### config.mk
export PLATFORM = sky130hd
export DESIGN_NAME = stx_etx_frame_receiver_with_timeout_unit
export DESIGN_NICKNAME = d
export VERILOG_FILES = /design/src/rtl/stxrx_pkg.sv /design/src/rtl/stxrx_front.sv /design/src/rtl/stxrx_queue.sv /design/src/rtl/stxrx_back.sv /design/src/rtl/stx_etx_frame_receiver_with_timeout_unit.sv
export SDC_FILE = /design/constraint.sdc
export NUM_CORES = 1
export LEC_CHECK = 0
export BUFFER_PORTS_ARGS = -buffer_cell sky130_fd_sc_hd__buf_2
export CAP_MARGIN = 25
export CORE_UTILIZATION = 62
export DETAILED_ROUTE_END_ITERATION = 12
export PLACE_DENSITY = 0.8
export RECOVER_POWER = 25
export SYNTH_ARGS = -nofsm -noshare
export SYNTH_HDL_FRONTEND = slang
export SYNTH_SLANG_ARGS = --single-unit
### constraint.sdc
create_clock -name clk -period 3.7 [get_ports clk]
set_input_delay 0.185 -clock clk [delete_from_list [all_inputs] [get_ports clk]]
set_output_delay 0.185 -clock clk [all_outputs]
set_load 0.02 [all_outputs]
### src/rtl/stxrx_pkg.sv
// Shared types, constants and codes for the STX/ETX frame receiver.
package stxrx_pkg;

  localparam int MAX_FRAME_BYTES = 20;
  localparam int CNT_W = $clog2(MAX_FRAME_BYTES + 1);
  localparam int IDX_W = $clog2(MAX_FRAME_BYTES);
  localparam int HEADER_BYTES = 4;
  localparam int QUEUE_DEPTH = 4;
  localparam int QPTR_W = $clog2(QUEUE_DEPTH);

  localparam logic [7:0] FRAME_START = 8'h02;
  localparam logic [7:0] FRAME_STOP = 8'h03;
  localparam logic [7:0] TIMEOUT_RESET = 8'd10;

  localparam logic [1:0] REQ_BYTE = 2'd0;
  localparam logic [1:0] REQ_POLL = 2'd1;
  localparam logic [1:0] REQ_DOWN = 2'd2;

  localparam logic [1:0] KIND_BYTE = 2'd0;
  localparam logic [1:0] KIND_TIMEOUT = 2'd1;
  localparam logic [1:0] KIND_ACCEPT = 2'd2;
  localparam logic [1:0] KIND_REJECT = 2'd3;

  typedef struct packed {
    logic [1:0] req_type;
    logic [7:0] rx_byte;
    logic [7:0] cmd_length;
  } in_item_t;

  typedef struct packed {
    logic [1:0] result_kind;
    logic [7:0] frame_byte;
    logic       last;
  } out_item_t;

  // Queue entry: KIND_BYTE streams count bytes, other kinds give one result.
  typedef struct packed {
    logic [1:0]       kind;
    logic [CNT_W-1:0] count;
  } cmd_t;

  typedef struct packed {
    logic             en;
    logic [IDX_W-1:0] idx;
    logic [7:0]       data;
  } store_wr_t;

  typedef struct packed {
    logic stream_done;
  } back_status_t;

endpackage

### src/rtl/stxrx_front.sv
// Front end: deframer, reply timer and command classification.
module stxrx_front (
  input  logic                 clk,
  input  logic                 rst,
  input  logic                 in_valid,
  output logic                 in_stall,
  input  stxrx_pkg::in_item_t  in_item,
  input  logic                 cfg_valid,
  input  logic [7:0]           cfg_data,
  input  logic                 q_full,
  output logic                 q_push,
  output stxrx_pkg::cmd_t      q_cmd,
  output stxrx_pkg::store_wr_t store_wr,
  input  stxrx_pkg::back_status_t back_status
);
  import stxrx_pkg::*;

  typedef enum logic [5:0] {
    PH_IDLE = 6'b000001,
    PH_ADDR = 6'b000010,
    PH_CMD  = 6'b000100,
    PH_NBR  = 6'b001000,
    PH_DATA = 6'b010000,
    PH_END  = 6'b100000
  } phase_t;

  phase_t           phase, phase_next;
  logic [CNT_W-1:0] byte_count, byte_count_next;
  logic [7:0]       data_count, data_count_next;
  logic             frame_done, frame_done_next;
  logic [7:0]       ticks_left, ticks_left_next;
  logic [7:0]       timeout_reg;
  logic             stream_busy, stream_busy_next;
  logic             accept;
  logic             wr_en;
  logic [CNT_W-1:0] wr_count;
  logic [CNT_W-1:0] count_after;
  logic [8:0]       data_end;
  logic [7:0]       b;

  assign in_stall = q_full || stream_busy;
  assign accept   = in_valid && !in_stall;
  assign b        = in_item.rx_byte;

  always_comb begin
    phase_next       = phase;
    byte_count_next  = byte_count;
    data_count_next  = data_count;
    frame_done_next  = frame_done;
    ticks_left_next  = ticks_left;
    stream_busy_next = stream_busy;
    wr_en            = 1'b0;
    wr_count         = byte_count;
    count_after      = byte_count;
    data_end         = 9'(HEADER_BYTES) + {1'b0, data_count};
    q_push           = 1'b0;
    q_cmd.kind       = KIND_BYTE;
    q_cmd.count      = byte_count;

    if (back_status.stream_done) begin
      stream_busy_next = 1'b0;
    end

    if (accept) begin
      case (in_item.req_type)
        REQ_BYTE: begin
          unique case (phase)
            PH_IDLE: begin
              if (b == FRAME_START) begin
                frame_done_next = 1'b0;
                wr_en           = 1'b1;
                wr_count        = '0;
                byte_count_next = CNT_W'(1);
                phase_next      = PH_ADDR;
              end
            end
            PH_ADDR: begin
              wr_en           = 1'b1;
              byte_count_next = byte_count + CNT_W'(1);
              phase_next      = PH_CMD;
            end
            PH_CMD: begin
              wr_en           = 1'b1;
              byte_count_next = byte_count + CNT_W'(1);
              phase_next      = PH_NBR;
            end
            PH_NBR: begin
              data_count_next = b;
              wr_en           = 1'b1;
              byte_count_next = byte_count + CNT_W'(1);
              phase_next      = (b != 8'd0) ? PH_DATA : PH_END;
            end
            PH_DATA: begin
              if (byte_count < CNT_W'(MAX_FRAME_BYTES - 1)) begin
                wr_en       = 1'b1;
                count_after = byte_count + CNT_W'(1);
              end
              byte_count_next = count_after;
              if (9'(count_after) >= data_end ||
                  count_after >= CNT_W'(MAX_FRAME_BYTES - 1)) begin
                phase_next = PH_END;
              end
            end
            PH_END: begin
              if (byte_count < CNT_W'(MAX_FRAME_BYTES)) begin
                wr_en           = 1'b1;
                byte_count_next = byte_count + CNT_W'(1);
              end
              if (b == FRAME_STOP) begin
                frame_done_next = 1'b1;
              end
              phase_next = PH_IDLE;
            end
            default: phase_next = PH_IDLE;
          endcase
        end
        REQ_POLL: begin
          if (frame_done) begin
            frame_done_next  = 1'b0;
            ticks_left_next  = 8'd0;
            stream_busy_next = 1'b1;
            q_push           = 1'b1;
            q_cmd.kind       = KIND_BYTE;
            q_cmd.count      = byte_count;
          end else if (ticks_left != 8'd0) begin
            ticks_left_next = ticks_left - 8'd1;
            if (ticks_left == 8'd1) begin
              q_push     = 1'b1;
              q_cmd.kind = KIND_TIMEOUT;
            end
          end
        end
        REQ_DOWN: begin
          q_push = 1'b1;
          if (in_item.cmd_length == 8'd0 ||
              in_item.cmd_length > 8'(MAX_FRAME_BYTES)) begin
            q_cmd.kind = KIND_REJECT;
          end else begin
            q_cmd.kind      = KIND_ACCEPT;
            ticks_left_next = timeout_reg;
          end
        end
        default: ;
      endcase
    end
  end

  // Store writes only happen for indices below the store depth.
  assign store_wr.en   = wr_en && (wr_count < CNT_W'(MAX_FRAME_BYTES));
  assign store_wr.idx  = IDX_W'(wr_count);
  assign store_wr.data = b;

  always_ff @(posedge clk) begin
    if (rst) begin
      phase       <= PH_IDLE;
      byte_count  <= '0;
      data_count  <= 8'd0;
      frame_done  <= 1'b0;
      ticks_left  <= 8'd0;
      timeout_reg <= TIMEOUT_RESET;
      stream_busy <= 1'b0;
    end else begin
      phase       <= phase_next;
      byte_count  <= byte_count_next;
      data_count  <= data_count_next;
      frame_done  <= frame_done_next;
      ticks_left  <= ticks_left_next;
      stream_busy <= stream_busy_next;
      if (cfg_valid) begin
        timeout_reg <= cfg_data;
      end
    end
  end

endmodule

### src/rtl/stxrx_queue.sv
// Small command queue between the front and back ends.
module stxrx_queue (
  input  logic            clk,
  input  logic            rst,
  input  logic            push,
  input  stxrx_pkg::cmd_t push_cmd,
  input  logic            pop,
  output stxrx_pkg::cmd_t pop_cmd,
  output logic            full,
  output logic            empty
);
  import stxrx_pkg::*;

  cmd_t              entries [QUEUE_DEPTH];
  logic [QPTR_W-1:0] wptr;
  logic [QPTR_W-1:0] rptr;
  logic [QPTR_W:0]   fill;

  assign full    = (fill == (QPTR_W + 1)'(QUEUE_DEPTH));
  assign empty   = (fill == '0);
  assign pop_cmd = entries[rptr];

  always_ff @(posedge clk) begin
    if (push && !full) begin
      entries[wptr] <= push_cmd;
    end
  end

  always_ff @(posedge clk) begin
    if (rst) begin
      wptr <= '0;
      rptr <= '0;
      fill <= '0;
    end else begin
      if (push && !full) begin
        wptr <= wptr + QPTR_W'(1);
      end
      if (pop && !empty) begin
        rptr <= rptr + QPTR_W'(1);
      end
      case ({push && !full, pop && !empty})
        2'b10:   fill <= fill + (QPTR_W + 1)'(1);
        2'b01:   fill <= fill - (QPTR_W + 1)'(1);
        default: fill <= fill;
      endcase
    end
  end

endmodule

### src/rtl/stxrx_back.sv
// Back end: frame store, frame streaming and the output register.
module stxrx_back (
  input  logic                    clk,
  input  logic                    rst,
  input  stxrx_pkg::store_wr_t    store_wr,
  input  logic                    q_empty,
  input  stxrx_pkg::cmd_t         q_cmd,
  output logic                    q_pop,
  output stxrx_pkg::back_status_t back_status,
  output logic                    out_valid,
  input  logic                    out_stall,
  output stxrx_pkg::out_item_t    out_item
);
  import stxrx_pkg::*;

  typedef enum logic [2:0] {
    BK_IDLE = 3'b001,
    BK_READ = 3'b010,
    BK_SEND = 3'b100
  } bk_state_t;

  logic [7:0]       frame_store [MAX_FRAME_BYTES];
  bk_state_t        state, state_next;
  logic [IDX_W-1:0] rd_idx, rd_idx_next;
  logic [CNT_W-1:0] cnt, cnt_next;
  logic [7:0]       rd_data;
  logic             out_free;
  logic             load;
  out_item_t        load_item;
  logic             is_last;

  assign out_free = !out_valid || !out_stall;
  assign is_last  = (CNT_W'(rd_idx) + CNT_W'(1) == cnt);

  always_ff @(posedge clk) begin
    if (store_wr.en) begin
      frame_store[store_wr.idx] <= store_wr.data;
    end
    rd_data <= frame_store[rd_idx];
  end

  always_comb begin
    state_next              = state;
    rd_idx_next             = rd_idx;
    cnt_next                = cnt;
    q_pop                   = 1'b0;
    load                    = 1'b0;
    load_item.result_kind   = q_cmd.kind;
    load_item.frame_byte    = 8'd0;
    load_item.last          = 1'b1;
    back_status.stream_done = 1'b0;
    unique case (state)
      BK_IDLE: begin
        if (!q_empty) begin
          if (q_cmd.kind == KIND_BYTE) begin
            q_pop       = 1'b1;
            rd_idx_next = '0;
            cnt_next    = q_cmd.count;
            state_next  = BK_READ;
          end else if (out_free) begin
            q_pop = 1'b1;
            load  = 1'b1;
          end
        end
      end
      BK_READ: begin
        state_next = BK_SEND;
      end
      BK_SEND: begin
        if (out_free) begin
          load                  = 1'b1;
          load_item.result_kind = KIND_BYTE;
          load_item.frame_byte  = rd_data;
          load_item.last        = is_last;
          if (is_last) begin
            back_status.stream_done = 1'b1;
            state_next              = BK_IDLE;
          end else begin
            rd_idx_next = rd_idx + IDX_W'(1);
            state_next  = BK_READ;
          end
        end
      end
      default: state_next = BK_IDLE;
    endcase
  end

  always_ff @(posedge clk) begin
    if (rst) begin
      state     <= BK_IDLE;
      rd_idx    <= '0;
      cnt       <= '0;
      out_valid <= 1'b0;
    end else begin
      state  <= state_next;
      rd_idx <= rd_idx_next;
      cnt    <= cnt_next;
      if (out_free) begin
        out_valid <= load;
      end
    end
  end

  always_ff @(posedge clk) begin
    if (out_free && load) begin
      out_item <= load_item;
    end
  end

endmodule

### src/rtl/stx_etx_frame_receiver_with_timeout_unit.sv
// Bus items: one per cycle into the deframer. Downlink and timeout results leave
// via the command queue and output register. Frame bytes are read, then sent.
// Input is stalled while the command queue is full or a frame stream is pending.
// Synchronous active-high reset: parser idle, no frame ready, timer clear,
// timeout register 10, queue and output empty. Frame store contents are not reset.
// Top level of the STX/ETX frame receiver with reply timeout.
module stx_etx_frame_receiver_with_timeout_unit (
  input  logic                 clk,
  input  logic                 rst,
  input  logic                 in_valid,
  output logic                 in_stall,
  input  stxrx_pkg::in_item_t  in_item,
  output logic                 out_valid,
  input  logic                 out_stall,
  output stxrx_pkg::out_item_t out_item,
  input  logic                 cfg_valid,
  output logic                 cfg_ready,
  input  logic [7:0]           cfg_data
);
  import stxrx_pkg::*;

  logic         q_push;
  logic         q_pop;
  logic         q_full;
  logic         q_empty;
  cmd_t         push_cmd;
  cmd_t         pop_cmd;
  store_wr_t    store_wr;
  back_status_t back_status;

  assign cfg_ready = 1'b1;

  stxrx_front u_front (
    .clk         (clk),
    .rst         (rst),
    .in_valid    (in_valid),
    .in_stall    (in_stall),
    .in_item     (in_item),
    .cfg_valid   (cfg_valid),
    .cfg_data    (cfg_data),
    .q_full      (q_full),
    .q_push      (q_push),
    .q_cmd       (push_cmd),
    .store_wr    (store_wr),
    .back_status (back_status)
  );

  stxrx_queue u_queue (
    .clk      (clk),
    .rst      (rst),
    .push     (q_push),
    .push_cmd (push_cmd),
    .pop      (q_pop),
    .pop_cmd  (pop_cmd),
    .full     (q_full),
    .empty    (q_empty)
  );

  stxrx_back u_back (
    .clk         (clk),
    .rst         (rst),
    .store_wr    (store_wr),
    .q_empty     (q_empty),
    .q_cmd       (pop_cmd),
    .q_pop       (q_pop),
    .back_status (back_status),
    .out_valid   (out_valid),
    .out_stall   (out_stall),
    .out_item    (out_item)
  );

endmodule

Word-level counts from Yosys, hierarchy flattened
Memories as Yosys holds them, arrays and structs flattened. A register that Yosys moved wholly into a read port is not among the register bits. Cells that the tools add are included. W data, S select, Z words.

Add/subtract/negate cells: 8. Magnitude comparators: 6. Bitwise gates (word level): 1. Equal/unequal tests: 30. Reductions and logical operators: 35. Muxes and demuxes: 73.

Operator list (count): $mux W5 (14); $mux W1 (30); $pmux W6 S5 (1); $mux W8 (3); $mux W11 (2); $pmux W5 S4 (1); $mux W6 (3); $eq A8 B2 Y1 const B (2); $pmux W8 S2 (1); $reduce_bool A8 Y1 (2); $lt A5 B5 Y1 const B (3); $reduce_and A5 Y1 (3); $add A5 B1 Y5 const B (2); $mux W2 (5); $ne A2 B1 Y1 const B (5); $pmux W5 S2 (1); $add A3 B8 Y9 const A (1); $ge A5 B9 Y1 (1); $mux W3 (3); $ne A3 B2 Y1 const B (3); $pmux W3 S3 (1); $reduce_and A3 Y1 (3); $eq A8 B1 Y1 const B (1); $gt A8 B5 Y1 const B (1); other kinds (36) (61).

Memories kept: 2. Bits of input ports: 31. Word-level logic and storage cells: 172. Output and inout port bits: 14. RAM bits: 188. Flip-flop bits (word level): 69.

Memories: u_back.frame_store (depth 20, width 8, rd ports 1, clocked after memory_dff 1, wr ports 1, line stxrx_back.sv:22) `logic [7:0] frame_store [MAX_FRAME_BYTES];`; u_queue.entries (depth 4, width 7, rd ports 1, clocked after memory_dff 1, wr ports 1, line stxrx_queue.sv:14) `cmd_t entries [QUEUE_DEPTH];`.

Depth between registers and ports, before layout
Depth after elaboration: 9. Gate-level depth with buffers: 12. Gate-level depth less buffers: 12.

Modules after synthesis
A second synthesis with hierarchy kept.

Cells, all modules: 825. Area, all modules: 11747.5 um^2.

Modules (own cells, without submodules): stxrx_back (instances 1, area each 7622.3 um^2, sequential area each 5575.3 um^2, cells an instance 409); stxrx_front (instances 1, area each 2621.3 um^2, sequential area each 740.7 um^2, cells an instance 323); stxrx_queue (instances 1, area each 1492.7 um^2, sequential area each 1021.0 um^2, cells an instance 91); stx_etx_frame_receiver_with_timeout_unit (instances 1, area each 11.3 um^2, sequential area each 0.0 um^2, cells an instance 2).

Least setup slack after synthesis
Ideal clock, no wire load.

Path kind: reg-to-reg. Start: register u_front.phase[1]. End: memory u_back.frame_store[4][0], enable pin. Setup slack: 0.965 ns. Required time: 3.305 ns. Setup time: 0.395 ns. Clock period less this slack: 2.735 ns. Path buffers: 2. Arrival time: 2.340 ns. Stages on the path, launching flop included: 9. Path through: dfxtp_1 buf_4 nor4_4 and2_4 or2_1 a21boi_1 buf_2 nand4b_4 nor4_1.

Word-level cells in the longest chain between the ends: 8. Elaborated cells on any way between the ends: 17. Classes of those cells: order compare: 1; eq/ne: 6; mux: 8; reduce/logical: 2.

Ends and longest elaborated chain: start: declaration (line stxrx_front.sv:27) `phase_t phase, phase_next;`; start signal: assignment (line stxrx_front.sv:163) `phase <= phase_next;`; $eq A6 B1 Y1, or another cell as far along (line stxrx_front.sv:67) `unique case (phase)`; $mux W5 or $reduce_or A3 Y1 (tied branches); $mux W5 or $pmux W1 S4 (tied branches) (line stxrx_front.sv:65, stxrx_front.sv:67); $mux W5 or $mux W1 (tied branches) (line stxrx_front.sv:64, stxrx_front.sv:65); $lt A5 B5 Y1 or $mux W1 (tied branches) (line stxrx_front.sv:149, stxrx_front.sv:64); $logic_and A1 B1 Y1 (line stxrx_front.sv:149) `assign store_wr.en = wr_en && (wr_count < CNT_W'(MAX_FRAME_BYTES));`; $mux W1 (line stxrx_back.sv:36) `if (store_wr.en) begin`; $mux W1 (implied by the code) (line stxrx_back.sv:37) `frame_store[store_wr.idx] <= store_wr.data;`; end: declaration (line stxrx_back.sv:22).

Parallel ways exist; a longest one is shown, timed or not.

Worst setup path in the final report
Start: register u_front.byte_count[0]. End: register u_front.phase[5].

Word-level cells in the longest chain between the ends: 9. Elaborated cells on any way between the ends: 11. Classes of those cells: add/sub: 1; order compare: 3; eq/ne: 1; mux: 4; reduce/logical: 2.

Ends and longest elaborated chain: start: declaration (line stxrx_front.sv:28) `logic [CNT_W-1:0] byte_count, byte_count_next;`; start signal: assignment (line stxrx_front.sv:164) `byte_count <= byte_count_next;`; $add A5 B1 Y5 or $lt A5 B5 Y1 (tied branches) (line stxrx_front.sv:96, stxrx_front.sv:94); $mux W5 * (line stxrx_front.sv:94) `if (byte_count < CNT_W'(MAX_FRAME_BYTES - 1)) begin`; $mux W5 * (line stxrx_front.sv:67); $mux W5 * (line stxrx_front.sv:65) `case (in_item.req_type)`; $mux W5 * (line stxrx_front.sv:64) `if (accept) begin`; $ge A5 B9 Y1 or $ge A5 B5 Y1 (tied branches) (line stxrx_front.sv:99, stxrx_front.sv:100); $logic_or A1 B1 Y1 * (line stxrx_front.sv:99) `if (9'(count_after) >= data_end ||`; $ne A2 B1 Y1 (no source line) *; $reduce_and A4 Y1 (no source line) *.

Every way passes the cells marked *; elsewhere a longest branch is shown, timed or not. The select of a mux whose other input is x is not followed. A chain may end at the register's enable or synchronous reset.

==> key figures <==
Setup path
  – CP Launch Type: flop
  – Critical R2R Capture: u_front.phase[5]$_SDFFE_PP0P_
  – Cell chain of the critical path: and2_1 > nand2_1 > nor2_1 > xor2_1 > ha_1 > a21oi_1 > a21boi_0 > o311ai_0 > a41o_1 > a2bb2oi_1 > nor2_1
  – WS Path Type: flop to flop
  – Critical Path Max Stage Delay: 690 ps
  – WP buf/inv: 0
  – Crit path from: u_front.byte_count[0]$_SDFFE_PP0P_
  – FF-to-FF setup slack: 610 ps
  – CP Max Fanout: 18
  – Setup crit end kind: flop
  – Worst Setup EP: u_front.phase[5]$_SDFFE_PP0P_
  – Required @ worst endpoint: a little over 4000 ps
  – Worst path depth: 11
  – Critical Path Most Common Cell: nor2_1
  – R2R depth: 11
  – Slowest stage cell on the critical path: dfxtp_1
  – Reg2reg start: u_front.byte_count[0]$_SDFFE_PP0P_
  – Crit path DAT: 3480 ps
  – Delay-heaviest family, CP: compound AO/OA/AOI/OAI gates

Flow run
  – Maxcap violations: 0

Detailed routing
  – DRT iter0 DRCs: ~560
  – Residual DRC count: 8
  – Via-to-Cell Ratio: 6.229
  – WL/cell: 21.33 microns
  – DRT Wirelength: 23.14 mm
  – Number of routed nets with antenna violations: 0
  – DR vias: 6,759
  – DR pass1 iterations: 9

GRT
  – Tot GR Track Use: 0.2461
  – Initial antenna violation count: 0
  – Total gr overflow: 0
  – Pin count of the biggest net entering global routing: 52
  – Vias in the first global route: 6,732
  – Global-route wire length before repair: 36.01 mm

Floorplanning
  – Total die area: 19,110 sq um
  – Die H: between 100 and 150 microns
  – Initial Util: 0.6363
  – I/O Pins: 45
  – Placement Rows: 49
  – Core Area: 18,090 sq um
  – Chip width: 138.2 microns

Timing
  – Endpoints failing hold: 0
  – Hold_ws: 77.15 ps
  – Unrepaired setup endpoints after global routing: no
  – Fmax: 323.7 MHz
  – Tcrit/Tclk final: 0.8350
  – Count of pins over their slew limit: 0
  – Tightest Pin Transition: approximately 1200 ps
  – Min Tclk post-route: 3090 ps
  – Setup TNS: 0 ps
  – Clock skew: roughly 16 ps
  – Final setup viols: 0
  – Slew headroom: 0.2141

Pwr
  – Clk pwr share: 0.383
  – Reg power frac: 0.523
  – Sw frac: 0.2282
  – Lkg Pwr: 0.004373 uW
  – Pwr Total: 6505 uW
  – Peak supply drop: about 400 uV
  – Psw: approximately 1500 uW
  – Cell-internal power: 5020 uW
  – Comb pwr share: 0.094
  – Pwr/cell area: 507.8 nW/um^2

Finish
  – Post-layout util: 0.7083
  – Largest reg by FF count: u_back.frame_store
  – Top Registers: u_back.frame_store (160), u_queue.entries (28), u_back.out_item (11)
  – Max reg flops: 160
  – Ant diodes: 0
  – Synth-to-Final Area Change: 11.31%
  – Filler instances: approximately 1,100
  – Final #Nets: 889
  – Non-filler cells, final: 1,085
  – Layout cell share with drive strength beyond 1: 0.1893

Logic synthesis
  – Yosys cell types: 78
  – Post-Synthesis Cells: 775
  – Main synth FF type: edfxtp_1
  – Syn_nets: around 830
  – Commonest cells post-synth: edfxtp_1, dfxtp_1, nand2_1
  – Number of synthesized flops with an enable pin: 199
  – Sequential area share after synthesis: 0.6375
  – Top cell type's share of synthesized area: 0.5192
  – Cell Area, Synth: around 12,000 sq um
  – Cell accounting for the most synthesized area: edfxtp_1
  – Synth top area cells: edfxtp_1, dfxtp_1, mux4_2, mux4_1, ha_1
  – Avg Synthesized Cell Area: roughly 15 sq um
  – Register bit total from synthesis: 267
  – Ys Warns: 0
  – Synth async-reset ratio: 0
  – Most common cell in the netlist: edfxtp_1

Clock tree
  – Post-CTS setup repair buffer count: 0
  – H-tree Lvls: 1
  – TritonCTS clock tree: yes
  – Clock sink total: 267
  – Worst-Skew Late Latency: 520 ps
  – Reg clk slew, reported paths: around 60 ps
  – CTS max path bufs: 3
  – CTS buffer count: 26
  – Root Driver: clkbuf_16

Worst hold path
  – Hold crit path type: primary input to flop

Outcome
  – Violated checks: design-rule violations
  – Status: finished with violations

Placed design
  – HPWL after DPL: roughly 15 mm
  – Placed Cells: ~1,000
  – PortBufs: 43
  – Routability cong.: between 0.8 and 0.9
power by group through the flow:
stage	Combinational, uW	Clock, uW	Sequential, uW
after floorplan	375	0	3510
after global placement	564	0	3460
after detailed placement	590	0	3470
after CTS	602	2520	3400
after global routing	668	2630	3410
final	611	2490	3400
per-stage QoR:
step,area [sq um],setup slack (ps)
after detailed placement,11910,642.7
after global placement,11910,709.5
after global routing,12810,367.8
after CTS,12810,653.3
after floorplan,11510,965.2
final,12810,610.3
how the worst min path moves through the flow:
stage / endpoint / slack (ps) / cells past startpoint / start
6_report: u_front.timeout_reg[3]$_SDFFE_PP1P_ / 80 / 3 / cfg_valid
5_1_grt: u_front.timeout_reg[3]$_SDFFE_PP1P_ / 80 / 3 / cfg_valid
4_1_cts: u_front.timeout_reg[3]$_SDFFE_PP1P_ / 60 / 3 / cfg_valid
3_5_place_dp: u_front.timeout_reg[3]$_SDFFE_PP1P_ / 410 / 3 / cfg_data[3]
3_3_place_gp: u_front.timeout_reg[1]$_SDFFE_PP1P_ / 400 / 3 / cfg_data[1]
2_1_floorplan: u_back.frame_store[0][0]$_DFFE_PP_ / 280 / 0 / in_item[8]
placed cells by master (no fill, tap or decap), drive strengths merged, types with 10 or more instances in the layout:
cell	instances
inv	20
a21oi	42
dfxtp	68
nor4	12
edfxtp	199
nor2b	10
clkinv	11
nor3	21
and2	14
o21ai	28
nor2	48
xor2	10
and3	12
mux2i	13
mux4	55
ha	19
clkbuf	42
buf	61
nand2	56
cells by family after synthesis:
group,share of synthesized area
other,0.0003258
AND/OR/NAND/NOR,0.09883
flip-flops,0.6375
adder cells (fa/ha/maj),0.02240
buffers and inverters,0.03044
multiplexers,0.1343
AO/OA/AOI/OAI,0.06328
XOR/XNOR,0.01294
metal layers:
metal / wire, microns / global-route usage / vias up
met5: 0 / 0 / -
li1: - / - / 3123
met1: 9638 / 0.3357 / 3333
met4: 599 / 0.08102 / 0
met3: 1641 / 0.04122 / 51
met2: 11260 / 0.4087 / 252
area by class of cell:
| type | count | area [sq um] | area share |
|---|---|---|---|
| clock buffers | 35 | 735.7 | 0.05743 |
| flip-flops and latches | 267 | 7338 | 0.5729 |
| well taps | 229 | 286.5 | 0.02237 |
| multi-input cells | 446 | 3821 | 0.2983 |
| inverters | 21 | 78.83 | 0.006154 |
| clock inverters | 11 | 77.57 | 0.006056 |
| repair buffers | 76 | 471.7 | 0.03682 |
tightest hold or removal path, stage by stage:
cell and delay [ps]:
buf_2 180, mux2i_1 140, nand2_1 60
what timing repair did:
| item | in CTS | in global routing |
|---|---|---|
| hold endpoints to repair | 8 | 0 |
| hold buffers | 8 | 0 |
| resized for setup | 0 | 0 |
Power figures use the tool's default switching activity.
